`src/rtl/core/srbm_pkg.sv`:
```
// Shared types and constants for the sample ROM bank mapper.
// No dependencies; every other file in rtl/core imports this package.
package srbm_pkg;

	// Address map constants.
	localparam logic [24:0] ROM_BASE_OFFSET = 25'h0040000;
	localparam logic [17:0] TABLE_LIMIT     = 18'h00400;
	localparam int          BANK_BITS       = 16;  // one bank spans 0x10000 bytes
	localparam int          VALUE_W         = 8;
	localparam int          MOD_STEPS       = VALUE_W;

	// Request actions.
	localparam logic ACT_WRITE     = 1'b0;
	localparam logic ACT_TRANSLATE = 1'b1;

	// Configuration register indexes.
	localparam logic [1:0] CFG_PAGE_ENABLE = 2'd0;
	localparam logic [1:0] CFG_ROM_BANKS0  = 2'd1;
	localparam logic [1:0] CFG_ROM_BANKS1  = 2'd2;

	// Input request.
	typedef struct packed {
		logic        action;
		logic [2:0]  bank_slot;
		logic [7:0]  bank_value;
		logic        chip_select;
		logic [17:0] sample_address;
	} req_t;

	// Output result.
	typedef struct packed {
		logic [24:0] rom_address;
		logic        address_valid;
	} rsp_t;

	// Command into the shared modulo unit.
	typedef struct packed {
		logic               start;
		logic [VALUE_W-1:0] dividend;
		logic [VALUE_W-1:0] divisor;
	} mod_cmd_t;

	// Status out of the shared modulo unit.
	typedef struct packed {
		logic               busy;
		logic               done;
		logic [VALUE_W-1:0] remainder;
	} mod_sts_t;

endpackage

```
`src/rtl/core/srbm_mod_unit.sv`:
```
// Iterative restoring modulo unit: one remainder bit per cycle.
// Depends on srbm_pkg for the command and status structs.
module srbm_mod_unit (
	input  logic               clk,
	input  logic               arst_n,
	input  srbm_pkg::mod_cmd_t cmd,
	output srbm_pkg::mod_sts_t sts
);
	import srbm_pkg::*;

	logic [VALUE_W-1:0] dvd_q;
	logic [VALUE_W-1:0] dsr_q;
	logic [VALUE_W-1:0] rem_q;
	logic [$clog2(MOD_STEPS)-1:0] cnt_q;
	logic               busy_q;
	logic               done_q;
	logic [VALUE_W:0]   trial;
	logic [VALUE_W:0]   diff;
	logic [VALUE_W-1:0] rem_next;
	logic               last_step;

	// One shift-and-subtract step on the partial remainder.
	always_comb begin
		trial = {rem_q, dvd_q[VALUE_W-1]};
		diff  = trial - {1'b0, dsr_q};
		if (trial >= {1'b0, dsr_q}) begin
			rem_next = diff[VALUE_W-1:0];
		end else begin
			rem_next = trial[VALUE_W-1:0];
		end
	end

	// The final step of the loop is running this cycle.
	assign last_step = !cmd.start && busy_q
		&& (cnt_q == ($clog2(MOD_STEPS))'(MOD_STEPS - 1));

	// Control state of the iteration.
	always_ff @(posedge clk or negedge arst_n) begin
		if (!arst_n) begin
			busy_q <= 1'b0;
			done_q <= 1'b0;
			cnt_q  <= '0;
		end else begin
			done_q <= last_step;
			if (cmd.start) begin
				busy_q <= 1'b1;
				cnt_q  <= '0;
			end else if (busy_q) begin
				cnt_q <= cnt_q + 1'b1;
				if (last_step) begin
					busy_q <= 1'b0;
				end
			end
		end
	end

	// Datapath registers.
	always_ff @(posedge clk) begin
		if (cmd.start) begin
			dvd_q <= cmd.dividend;
			dsr_q <= cmd.divisor;
			rem_q <= '0;
		end else if (busy_q) begin
			dvd_q <= {dvd_q[VALUE_W-2:0], 1'b0};
			rem_q <= rem_next;
		end
	end

	assign sts.busy      = busy_q;
	assign sts.done      = done_q;
	assign sts.remainder = rem_q;

endmodule

```
`src/rtl/core/srbm_bank_regs.sv`:
```
// Eight 8-bit bank registers, four per chip, with one write and one read port.
// Depends on srbm_pkg for the value width.
module srbm_bank_regs (
	input  logic                        clk,
	input  logic                        arst_n,
	input  logic                        we,
	input  logic [2:0]                  widx,
	input  logic [srbm_pkg::VALUE_W-1:0] wdata,
	input  logic [2:0]                  ridx,
	output logic [srbm_pkg::VALUE_W-1:0] rdata
);
	import srbm_pkg::*;

	logic [VALUE_W-1:0] bank_q [8];

	// Register file write; reset clears every bank to zero.
	always_ff @(posedge clk or negedge arst_n) begin
		if (!arst_n) begin
			for (int i = 0; i < 8; i++) begin
				bank_q[i] <= '0;
			end
		end else if (we) begin
			bank_q[widx] <= wdata;
		end
	end

	// Read port used by the translation path.
	assign rdata = bank_q[ridx];

endmodule

```
`src/rtl/core/sample_rom_bank_mapper_top.sv`:
```
// Sample ROM bank mapper: bank registers plus address translation.
// A write request gives its result from the output register once accepted; a translate
// request passes through a load step, the 8 modulo steps of the shared unit and the
// output register; an absent ROM answers from the output register, skipping the unit.
// Throughput: one request at a time; the 8-step modulo loop and a stalled output hold new requests.
// Reset (arst_n low): bank registers zero, page_enable 3, ROM sizes 0, no result.
module sample_rom_bank_mapper_top (
	input  logic                 clk,
	input  logic                 arst_n,
	input  logic                 in_valid,
	output logic                 in_ready,
	input  srbm_pkg::req_t       in_data,
	output logic                 out_valid,
	input  logic                 out_ready,
	output srbm_pkg::rsp_t       out_data,
	input  logic                 cfg_we,
	input  logic [1:0]           cfg_index,
	input  logic [7:0]           cfg_wdata
);
	import srbm_pkg::*;

	localparam logic ST_IDLE = 1'b0;
	localparam logic ST_CALC = 1'b1;

	logic               state_q;
	logic [1:0]         page_enable_q;
	logic [7:0]         rom_banks0_q;
	logic [7:0]         rom_banks1_q;
	logic [15:0]        offset_q;
	logic               out_valid_q;
	rsp_t               out_data_q;

	logic               accept;
	logic               is_write;
	logic [7:0]         banks_sel;
	logic               paged;
	logic               low_table;
	logic [1:0]         bank_idx;
	logic [2:0]         rd_idx;
	logic [VALUE_W-1:0] bank_val;
	mod_cmd_t           mod_cmd;
	mod_sts_t           mod_sts;
	logic [24:0]        phys;

	// Configuration registers.
	always_ff @(posedge clk or negedge arst_n) begin
		if (!arst_n) begin
			page_enable_q <= 2'b11;
			rom_banks0_q  <= '0;
			rom_banks1_q  <= '0;
		end else if (cfg_we) begin
			case (cfg_index)
				CFG_PAGE_ENABLE: page_enable_q <= cfg_wdata[1:0];
				CFG_ROM_BANKS0:  rom_banks0_q  <= cfg_wdata;
				CFG_ROM_BANKS1:  rom_banks1_q  <= cfg_wdata;
				default:         ;
			endcase
		end
	end

	// Request decode: pick the bank register and the ROM size.
	always_comb begin
		accept    = in_valid && in_ready;
		is_write  = (in_data.action == ACT_WRITE);
		banks_sel = in_data.chip_select ? rom_banks1_q : rom_banks0_q;
		paged     = page_enable_q[in_data.chip_select];
		low_table = paged && (in_data.sample_address < TABLE_LIMIT);
		bank_idx  = low_table ? in_data.sample_address[9:8] : in_data.sample_address[17:16];
		rd_idx    = {in_data.chip_select, bank_idx};
	end

	srbm_bank_regs u_bank_regs (
		.clk    (clk),
		.arst_n (arst_n),
		.we     (accept && is_write),
		.widx   (in_data.bank_slot),
		.wdata  (in_data.bank_value),
		.ridx   (rd_idx),
		.rdata  (bank_val)
	);

	// Start the modulo unit on a translate request with a present ROM.
	always_comb begin
		mod_cmd.start    = accept && (in_data.action == ACT_TRANSLATE) && (banks_sel != '0);
		mod_cmd.dividend = bank_val;
		mod_cmd.divisor  = banks_sel;
	end

	srbm_mod_unit u_mod_unit (
		.clk    (clk),
		.arst_n (arst_n),
		.cmd    (mod_cmd),
		.sts    (mod_sts)
	);

	// Physical address: base plus reduced bank times bank size plus offset.
	assign phys = ROM_BASE_OFFSET + {1'b0, mod_sts.remainder, {BANK_BITS{1'b0}}}
		+ {9'b0, offset_q};

	// Sequencer: idle until a translation starts, then wait for the remainder.
	always_ff @(posedge clk or negedge arst_n) begin
		if (!arst_n) begin
			state_q <= ST_IDLE;
		end else begin
			case (state_q)
				ST_IDLE: if (mod_cmd.start) state_q <= ST_CALC;
				ST_CALC: if (mod_sts.done) state_q <= ST_IDLE;
				default: state_q <= ST_IDLE;
			endcase
		end
	end

	// Offset within the bank is held for the whole translation.
	always_ff @(posedge clk) begin
		if (mod_cmd.start) begin
			offset_q <= in_data.sample_address[BANK_BITS-1:0];
		end
	end

	// Output register.
	always_ff @(posedge clk or negedge arst_n) begin
		if (!arst_n) begin
			out_valid_q <= 1'b0;
		end else if (accept && !mod_cmd.start) begin
			out_valid_q <= 1'b1;
		end else if (state_q == ST_CALC && mod_sts.done) begin
			out_valid_q <= 1'b1;
		end else if (out_ready) begin
			out_valid_q <= 1'b0;
		end
	end

	always_ff @(posedge clk) begin
		if (accept && !mod_cmd.start) begin
			out_data_q <= '0;
		end else if (state_q == ST_CALC && mod_sts.done) begin
			out_data_q.rom_address   <= phys;
			out_data_q.address_valid <= 1'b1;
		end
	end

	assign in_ready  = (state_q == ST_IDLE) && (!out_valid_q || out_ready);
	assign out_valid = out_valid_q;
	assign out_data  = out_data_q;

	// The modulo unit only finishes while a translation is pending.
	a_done_in_calc: assert property (@(posedge clk) disable iff (!arst_n)
		mod_sts.done |-> state_q == ST_CALC)
		else $error("modulo unit finished outside a translation");

	// No new request is taken while the modulo unit iterates.
	a_no_accept_busy: assert property (@(posedge clk) disable iff (!arst_n)
		mod_sts.busy |-> !in_ready)
		else $error("request accepted while modulo unit busy");

	// A translation with a present ROM enters the calculation state.
	a_start_calc: assert property (@(posedge clk) disable iff (!arst_n)
		mod_cmd.start |=> state_q == ST_CALC && mod_sts.busy)
		else $error("translation did not start the modulo unit");

	// A valid translation always lands at or above the ROM base.
	a_valid_base: assert property (@(posedge clk) disable iff (!arst_n)
		(out_valid && out_data.address_valid) |-> out_data.rom_address >= ROM_BASE_OFFSET)
		else $error("translated address below ROM base");

endmodule
```
`config.mk`:
```
export PLATFORM = sky130hd
export DESIGN_NAME = sample_rom_bank_mapper_top
export DESIGN_NICKNAME = d
export VERILOG_FILES = /design/src/rtl/core/srbm_pkg.sv /design/src/rtl/core/srbm_mod_unit.sv /design/src/rtl/core/srbm_bank_regs.sv /design/src/rtl/core/sample_rom_bank_mapper_top.sv
export SDC_FILE = /design/constraint.sdc
export NUM_CORES = 1
export LEC_CHECK = 0
export BUFFER_PORTS_ARGS = -buffer_cell sky130_fd_sc_hd__buf_2
export CAP_MARGIN = 20
export CORE_ASPECT_RATIO = 1.1
export CORE_MARGIN = 2
export CORE_UTILIZATION = 25
export DETAILED_ROUTE_END_ITERATION = 6
export GPL_TIMING_DRIVEN = 0
export PLACE_DENSITY = 0.5
export SYNTH_ARGS = -nofsm -noshare
export SYNTH_HDL_FRONTEND = slang
export SYNTH_SLANG_ARGS = --single-unit
export TNS_END_PERCENT = 30
```
`constraint.sdc`:
```
create_clock -name clk -period 3 [get_ports clk]
set_input_delay 0.6 -clock clk [delete_from_list [all_inputs] [get_ports clk]]
set_output_delay 0.6 -clock clk [all_outputs]
set_load 0.05 [all_outputs]
```
==> impl_metrics.toml, run 1 <==
[run_status]
status = "completed"

[pwr]
leakagePower_nw = 3.54
total_power_mw = 7.88
seqPwrFrac_pct = 42.1
switching_share_pct = 35.5
clkPwrFrac_pct = 25.6
cellInternalPower_mw = 5.08
irDropWorstVdd_v = 0.000485
switchingPower_mw = 2.80
power_density_nw_per_um2 = 940
p_comb_share_pct = 32.3

[detailed_routing]
ant_nets = 0
vias = 4645
drt_wl_total_mm = 16.6
drcViolationCount = 0
drt_iter0_drc = 228
wl_per_cell_um = 16.1
viasPerCell = 4.50
firstDrtPassIters = 5

[cts]
cts_buffers = 17
cts.clk_slew.worst_paths_ns = 0.07
cts_tree = "done"
hold_buffers = 0
postCtsResizedCells = 0
cts_max_level = 4
cts-root-buf = "clkbuf_16"
clock_path_buffers = 2
clock_latency_ns = 0.42
post_cts_buffers = 0
cts_num_sinks = 155

[sta]
slew_violations = 0
min_period_ns = 2.75
worst_slack_ns = 0.246
finalHoldViolCount = 0
clock_skew_ns = 0.0202
max_slew.worst_pin.slew_ns = 0.693
setup_viol_count_final = 0
setup-tns-final_ns = 0
fin_crit_sh_pct = 91.8
rsz0062_at_grt = "no"
slew_headroom_pct = 53.8
clock.fmax_ghz = 0.363
worst_hold_slack_ns = 0.0929

[worst_setup_path]
crit_type = "reg -> reg"
cp.arrival_ns = 2.93
regToRegStartpoint = "rom_banks1_q[1]"
required_ns = 3.18
r2r_setup_slack_ns = 0.25
r2r-end = "u_mod_unit.dvd_q[2]"
worst-r2r-cell-count = 9
cp-start-kind = "register"
slowest_delay_ns = 0.70
crit_chain = "or4b_2, o22ai_2, a21oi_1, nand3_1, inv_1, buf_2, buf_6, o21ai_0, a21oi_1"
critPathSlowestCell = "or4b_2"
startpoint = "rom_banks1_q[1]"
path_max_fanout = 33
cp-end-kind = "register"
worst_path_most_repeated_cell = "a21oi_1"

[finish]
fin_cells = 1033
final_cell_mix = "91 x mux2_2, 87 x dfrtp_1, 75 x buf_2"
mostFrequentLayoutCell = "mux2_2"
multiInputGateArea_um2 = 2920
nets = 713
seqCellArea_um2 = 3870
area_growth_pct = 20.1
drive_above_1_share_pct = 34.0
utilization_pct = 30.3
final_area_um2 = 8380
fillers = 2851

[synth]
async_flop_share_pct = 57.4
synthCells = 563
synth-simple-area-share_pct = 10.1
yosysSeqAreaShare_pct = 55.5
syn_avg_cell_area_um2 = 12.4
synth.cell_area_um2 = 6980
yosys_register_bits = 155
synth_top_family_by_area = "multiplexers"
synth_warnings = 0
synth-edff-count = 32
synth_compound_area_share_pct = 10.1
synth_cell_types = 63
synth_nets = 621
ys.flop_type = "dfrtp_1"
synthMuxAreaShare_pct = 18.3
synthXorXnorAreaFrac_pct = 1.00
synthAdderAreaFrac_pct = 2.26

[min_path]
hold_path.class = "in -> async"

[die]
io_pins = 74
fp-row-count = 64
core-area_um2 = 27600
die_area_um2 = 29300
start_util_pct = 25.2
die_w_um = 163
die_y_um = 179

[place]
io_buffers = 71
hpwl_mm = 11.6
pre_cts_slack_ns = -0.117
gp_congestion = 0.719
dpl_cell_area_um2 = 7820
dpl.cell_count = 998

[global_routing]
grt_max_degree = 69
grt_pass1_wl_mm = 26.5
grtUsageTotal_pct = 11.9
antenna_found_initial = 2
overflow = 0
grt_pass1_vias = 4610

[flow_run]
cap_violations = 0
[worst max-delay path, delay by kind of cell, from the launching register on]
family          cells  cell delay [ns]
flops               1             0.39
buf+inv             3             0.55
compound gates      4             0.68
simple gates        2             0.89
[per-layer routing]
layer / up-vias / routed length, um / global-route usage (%)
li1: 2261 / - / -
met3: 6 / 1000 / 3.28
met5: - / 7 / 0
met2: 107 / 7840 / 19.0
met1: 2269 / 7640 / 15.7
met4: 2 / 113 / 3.47
[layout make-up]
| cell class | count | share of cell area (%) |
|---|---|---|
| Buffer | 25 | 1.55 |
| Timing Repair Buffer | 73 | 4.66 |
| Tap cell | 363 | 5.42 |
| Multi-Input combinational cell | 368 | 34.8 |
| Antenna cell | 2 | 0.0597 |
| Clock buffer | 18 | 5.12 |
| Clock inverter | 14 | 1.49 |
| Inverter | 15 | 0.672 |
| Sequential cell | 155 | 46.2 |
[flip-flops by register name, summed over array words and instances (netlist names), 3 cells and up]
signal              cells
u_bank_regs.bank_q     64
out_data               26
offset_q               16
rom_banks0_q            8
rom_banks1_q            8
u_mod_unit.dsr_q        8
u_mod_unit.dvd_q        8
u_mod_unit.rem_q        8
u_mod_unit.cnt_q        3
[power groups by stage]
stage	sequential (mW)	clock, mW	combinational, mW
after CTS	3.32	2.09	2.58
after global placement	3.34	0	2.55
after detailed placement	3.35	0	2.57
final	3.31	2.02	2.55
after global routing	3.40	2.17	2.84
after floorplan	3.68	0	1.58
[kinds of logic after synthesis]
logic type | Yosys count
DFF | 155
xor gates and xnor gates | 8
buffers and inverters | 40
and+or+nand+nor | 131
muxes | 112
adders and majority gates | 12
AOI/OAI and AO/OA | 105
[cells in the mapped netlist, drive strengths merged (6+ instances only)]
cell type	number	area, um^2
mux2i	17	170
a21oi	36	180
nor2	24	95.1
a32oi	11	96.3
o21ai	20	100
mux2	92	1040
clkbuf	16	61.3
dfrtp	87	2180
o21a	8	60.1
buf	9	68.8
a211oi	6	45.0
nand3	7	35.0
ha	11	138
nor2b	6	45.0
nand2	49	184
dfxtp	34	681
nor3	8	51.3
edfxtp	32	961
inv	15	56.3
[worst max path at each step]
stage / to / slack, ns / cells past startpoint
after floorplan: u_mod_unit.dvd_q[6] / 0.49 / 7
final: u_mod_unit.dvd_q[2] / 0.25 / 9
after CTS: u_mod_unit.dvd_q[2] / 0.18 / 9
after global routing: u_mod_unit.dvd_q[2] / 0.10 / 9
after detailed placement: u_mod_unit.dvd_q[5] / -0.12 / 7
after global placement: u_mod_unit.dvd_q[2] / -0.11 / 10
Power figures use the tool's default switching activity.
==> run 2: changes to the inputs <==
--- a/config.mk
+++ b/config.mk
@@ -8,10 +8,12 @@
 export BUFFER_PORTS_ARGS = -buffer_cell sky130_fd_sc_hd__buf_2
 export CAP_MARGIN = 20
 export CORE_ASPECT_RATIO = 1.1
-export CORE_MARGIN = 2
+export CORE_MARGIN = 5
 export CORE_UTILIZATION = 25
+export CTS_CLUSTER_SIZE = 40
 export DETAILED_ROUTE_END_ITERATION = 6
 export GPL_TIMING_DRIVEN = 0
+export HOLD_SLACK_MARGIN = 0.15
 export PLACE_DENSITY = 0.5
 export SYNTH_ARGS = -nofsm -noshare
 export SYNTH_HDL_FRONTEND = slang
==> impl_metrics.toml, run 2 (synthesis gave the netlist of run 1 again) <==
[sta]
setup_viol_count_final = 0
fin_crit_sh_pct = 91.9
rsz0062_at_grt = "no"
finalHoldViolCount = 0
max_slew.worst_pin.slew_ns = 1.16
slew_violations = 0
slew_headroom_pct = 22.7
worst_hold_slack_ns = 0.357
min_period_ns = 2.76
clock_skew_ns = 0.0106
clock.fmax_ghz = 0.363

[finish]
multiInputGateArea_um2 = 2920
mostFrequentLayoutCell = "mux2_2"
largest_register = "u_bank_regs.bank_q"
seqCellArea_um2 = 3870
final_cell_mix = "91 x mux2_2, 87 x dfrtp_1, 74 x buf_2"
drive_above_1_share_pct = 34.0
fin_cells = 1032
largest_reg_flops = 64
area_growth_pct = 20.8
fillers = 2852
nets = 713

[detailed_routing]
wl_per_cell_um = 16.6
drcViolationCount = 0
firstDrtPassIters = 4
drt_wl_total_mm = 17.1
viasPerCell = 4.51
vias = 4656
drt_iter0_drc = 223
ant_nets = 0

[place]
dpl.cell_count = 998
hpwl_mm = 11.9
gp_congestion = 0.732
io_buffers = 71

[cts]
cts.clk_slew.worst_paths_ns = 0.07
cts_max_level = 4
postCtsResizedCells = 0
cts_num_sinks = 155
cts_buffers = 17
clock_path_buffers = 2
cts_tree = "done"
clock_latency_ns = 0.42
cts-root-buf = "clkbuf_16"

[worst_setup_path]
slowest_delay_ns = 0.68
cp.arrival_ns = 2.88
cp-end-kind = "register"
critPathSlowestCell = "or4b_2"
crit_chain = "or4b_2, o22ai_2, a21oi_1, nand3_1, inv_1, buf_2, buf_6, o21ai_0, a21oi_1"
crit_family = "simple AND/OR/NAND/NOR gates"
required_ns = 3.12
critPathBufInv = 3
worst_path_most_repeated_cell = "a21oi_1"
cp-start-kind = "register"
crit_type = "reg -> reg"
path_max_fanout = 33

[die]
io_pins = 74
die_area_um2 = 31300
start_util_pct = 25.2
core-area_um2 = 27700
fp-row-count = 64
die_w_um = 169
die_y_um = 185

[pwr]
leakagePower_nw = 3.56
power_density_nw_per_um2 = 955
total_power_mw = 8.04
irDropWorstVdd_v = 0.000505

[global_routing]
overflow = 0
grt_pass1_wl_mm = 27.7
antenna_found_initial = 4
grt_pass1_vias = 4861
use_met2_pct = 17.8
grt_use_met3_pct = 2.77
grtUsageTotal_pct = 11.4
grt_max_degree = 55
busiest_layer = "met2"
grt_use_met1_pct = 15.5

[run_status]
status = "completed"

[min_path]
hold_path.class = "in -> reg"

[flow_run]
cap_violations = 0
run 2: changes by cell type in the layout (fill, tap and decap cells not counted):
cell,before,now
clkinv_4,2,0
bufinv_16,0,1
dlygate4sd3_1,0,1
inv_8,4,6
clkinv_8,0,1
buf_2,75,74
clkbuf_1,16,15
inv_4,1,0
diode_2,2,1
run 2: repair_timing:
action,4_1_cts,5_1_grt
hold buffers,1,0
endpoints found under the hold margin,5,0
setup buffers,0,0
run 2: metal layers:
| layer | vias up | wire length, um | part of all wire, % |
|---|---|---|---|
| met5 | - | 38 | 0.22 |
| met2 | 90 | 7900 | 46 |
| met1 | 2274 | 8120 | 48 |
| met3 | 21 | 827 | 4.8 |
| li1 | 2263 | - | - |
| met4 | 8 | 206 | 1.2 |
run 2: final cells by class:
type,count,share of cell area (%)
Multi-Input combinational cell,368,34.6
Clock buffer,17,5.05
Tap cell,363,5.39
Clock inverter,15,2.02
Buffer,25,1.54
Timing Repair Buffer,73,4.69
Antenna cell,1,0.0297
Sequential cell,155,46.0
Inverter,15,0.668
run 2: metrics by stage:
stage	TNS [ns]	utilization, %	cell area (um^2)	setup WS, ns
finish	0	30.4	8420	0.242
global route	0	30.4	8420	0.0835
CTS	0	30.4	8420	0.222
detailed placement	-0.407	28.2	7820	-0.0917
global placement	-0.462	28.1	7780	-0.0935
floorplan	0	-	6980	0.488
run 2: path summary, 6_finish.rpt:
path	cells past startpoint	to	slack (ns)	startpoint
hold / removal	1	offset_q[3]	0.36	in_data[3]
setup reg to reg	9	u_mod_unit.dvd_q[2]	0.24	rom_banks1_q[1]
setup / recovery	9	u_mod_unit.dvd_q[2]	0.24	rom_banks1_q[1]
max in group asynchronous	3	page_enable_q[1]	1.66	arst_n
min in group asynchronous	2	rom_banks1_q[5]	0.68	arst_n
hold reg to reg	2	out_data[3]	0.45	out_data[3]
run 2: power breakdown:
part	switching [mW]	internal [mW]
sequential	0.410	2.90
combinational	1.48	1.08
clock	0.971	1.20
==> run 3: changes to the inputs <==
--- a/config.mk
+++ b/config.mk
@@ -8,7 +8,6 @@
 export BUFFER_PORTS_ARGS = -buffer_cell sky130_fd_sc_hd__buf_2
 export CAP_MARGIN = 20
 export CORE_ASPECT_RATIO = 1.1
-export CORE_MARGIN = 5
 export CORE_UTILIZATION = 25
 export CTS_CLUSTER_SIZE = 40
 export DETAILED_ROUTE_END_ITERATION = 6
==> impl_metrics.toml, run 3 (synthesis gave the netlist of run 1 again) <==
[worst_setup_path]
slowest_delay_ns = 0.69
required_ns = 3.18
crit_family = "simple AND/OR/NAND/NOR gates"
critPathSlowestCell = "or4b_2"
cp.arrival_ns = 2.95
critPathBufInv = 3
worst_path_most_repeated_cell = "a21oi_1"
crit_type = "reg -> reg"
path_max_fanout = 33
crit_chain = "or4b_2, o22ai_2, a21oi_1, nand3_1, inv_1, buf_2, buf_6, o21ai_0, a21oi_1"
cp-start-kind = "register"
cp-end-kind = "register"

[global_routing]
busiest_layer = "met2"
use_met2_pct = 18.6
grt_max_degree = 55
grtUsageTotal_pct = 12.1
antenna_found_initial = 4
grt_pass1_vias = 4775
grt_use_met1_pct = 15.8
grt_use_met3_pct = 3.94
overflow = 0
grt_pass1_wl_mm = 26.5

[cts]
postCtsResizedCells = 0
cts_buffers = 17
cts_tree = "done"
clock_path_buffers = 2
cts_num_sinks = 155
cts-root-buf = "clkbuf_16"
cts_max_level = 4
post_cts_buffers = 0
hold_buffers = 0
cts.clk_slew.worst_paths_ns = 0.07
clock_latency_ns = 0.43

[place]
hpwl_mm = 11.5
io_buffers = 71
gp_congestion = 0.758

[die]
fp-row-count = 63
die_y_um = 177
start_util_pct = 25.6
die_w_um = 161
die_area_um2 = 28600
io_pins = 74
core-area_um2 = 27200

[pwr]
total_power_mw = 7.90
switchingPower_mw = 2.82
power_density_nw_per_um2 = 943
cellInternalPower_mw = 5.08
switching_share_pct = 35.7
irDropWorstVdd_v = 0.000482
clkPwrFrac_pct = 25.7
leakagePower_nw = 3.54
seqPwrFrac_pct = 42.0
p_comb_share_pct = 32.3

[finish]
largest_reg_flops = 64
utilization_pct = 30.8
mostFrequentLayoutCell = "mux2_2"
largest_register = "u_bank_regs.bank_q"
drive_above_1_share_pct = 34.0
final_cell_mix = "91 x mux2_2, 87 x dfrtp_1, 74 x buf_2"
area_growth_pct = 20.0
nets = 713

[sta]
clock.fmax_ghz = 0.360
slew_violations = 0
min_period_ns = 2.77
rsz0062_at_grt = "no"
setup_viol_count_final = 0
slew_headroom_pct = 53.9
fin_crit_sh_pct = 92.5
max_slew.worst_pin.slew_ns = 0.690
clock_skew_ns = 0.0102
finalHoldViolCount = 0

[detailed_routing]
drt_wl_total_mm = 16.5
drcViolationCount = 0
ant_nets = 0
viasPerCell = 4.57
drt_iter0_drc = 221
vias = 4690
firstDrtPassIters = 4
wl_per_cell_um = 16.1

[flow_run]
cap_violations = 0

[min_path]
hold_path.class = "in -> async"

[run_status]
status = "completed"
-- run 3: per-stage QoR --
stage / std cells / hold WS, ns / area, um^2 / TNS, ns / setup slack [ns]
floorplan: 563 / 0.304 / 6980 / 0 / 0.488
global placement: 991 / 0.441 / 7780 / -0.252 / -0.129
detailed placement: 992 / 0.445 / 7810 / -0.284 / -0.120
CTS: 1024 / 0.159 / 8360 / 0 / 0.153
global route: 1026 / 0.172 / 8370 / 0 / 0.0715
finish: 1027 / 0.153 / 8370 / 0 / 0.226
-- run 3: layout make-up --
cell class              count  area [um^2]
well taps                 357          447
clock inverters            14          123
clock buffers              18          429
repair buffers             73          393
plain buffers              25          130
flip-flops and latches    155         3870
diodes                      2         5.00
fillers                  2808        18800
inverters                  15         56.3
multi-input cells         368         2920
-- run 3: per-layer routing --
metal / wire, um / part of all wire [%]
met2: 7350 / 44
met4: 318 / 1.9
met1: 7820 / 47
met5: 31 / 0.19
met3: 1000 / 6.1
-- run 3: worst paths after layout --
| kind | start | end | slack (ns) | cells past startpoint |
|---|---|---|---|---|
| worst max-delay path | rom_banks1_q[1] | u_mod_unit.dvd_q[2] | 0.23 | 9 |
| worst min-delay path | arst_n | rom_banks1_q[4] | 0.15 | 1 |
| worst max register to register | rom_banks1_q[1] | u_mod_unit.dvd_q[2] | 0.23 | 9 |
| worst min register to register | out_data[4] | out_data[4] | 0.45 | 2 |
| max in group asynchronous | arst_n | page_enable_q[0] | 2.14 | 2 |
| min in group clk | in_data[3] | offset_q[3] | 0.35 | 1 |
-- run 3: power groups by stage --
stage | sequential (mW) | combinational (mW) | clock (mW)
3_5_place_dp | 3.36 | 2.57 | 0
6_report | 3.32 | 2.55 | 2.03
2_1_floorplan | 3.68 | 1.58 | 0
5_1_grt | 3.42 | 2.83 | 2.17
4_1_cts | 3.32 | 2.58 | 2.09
3_3_place_gp | 3.34 | 2.54 | 0
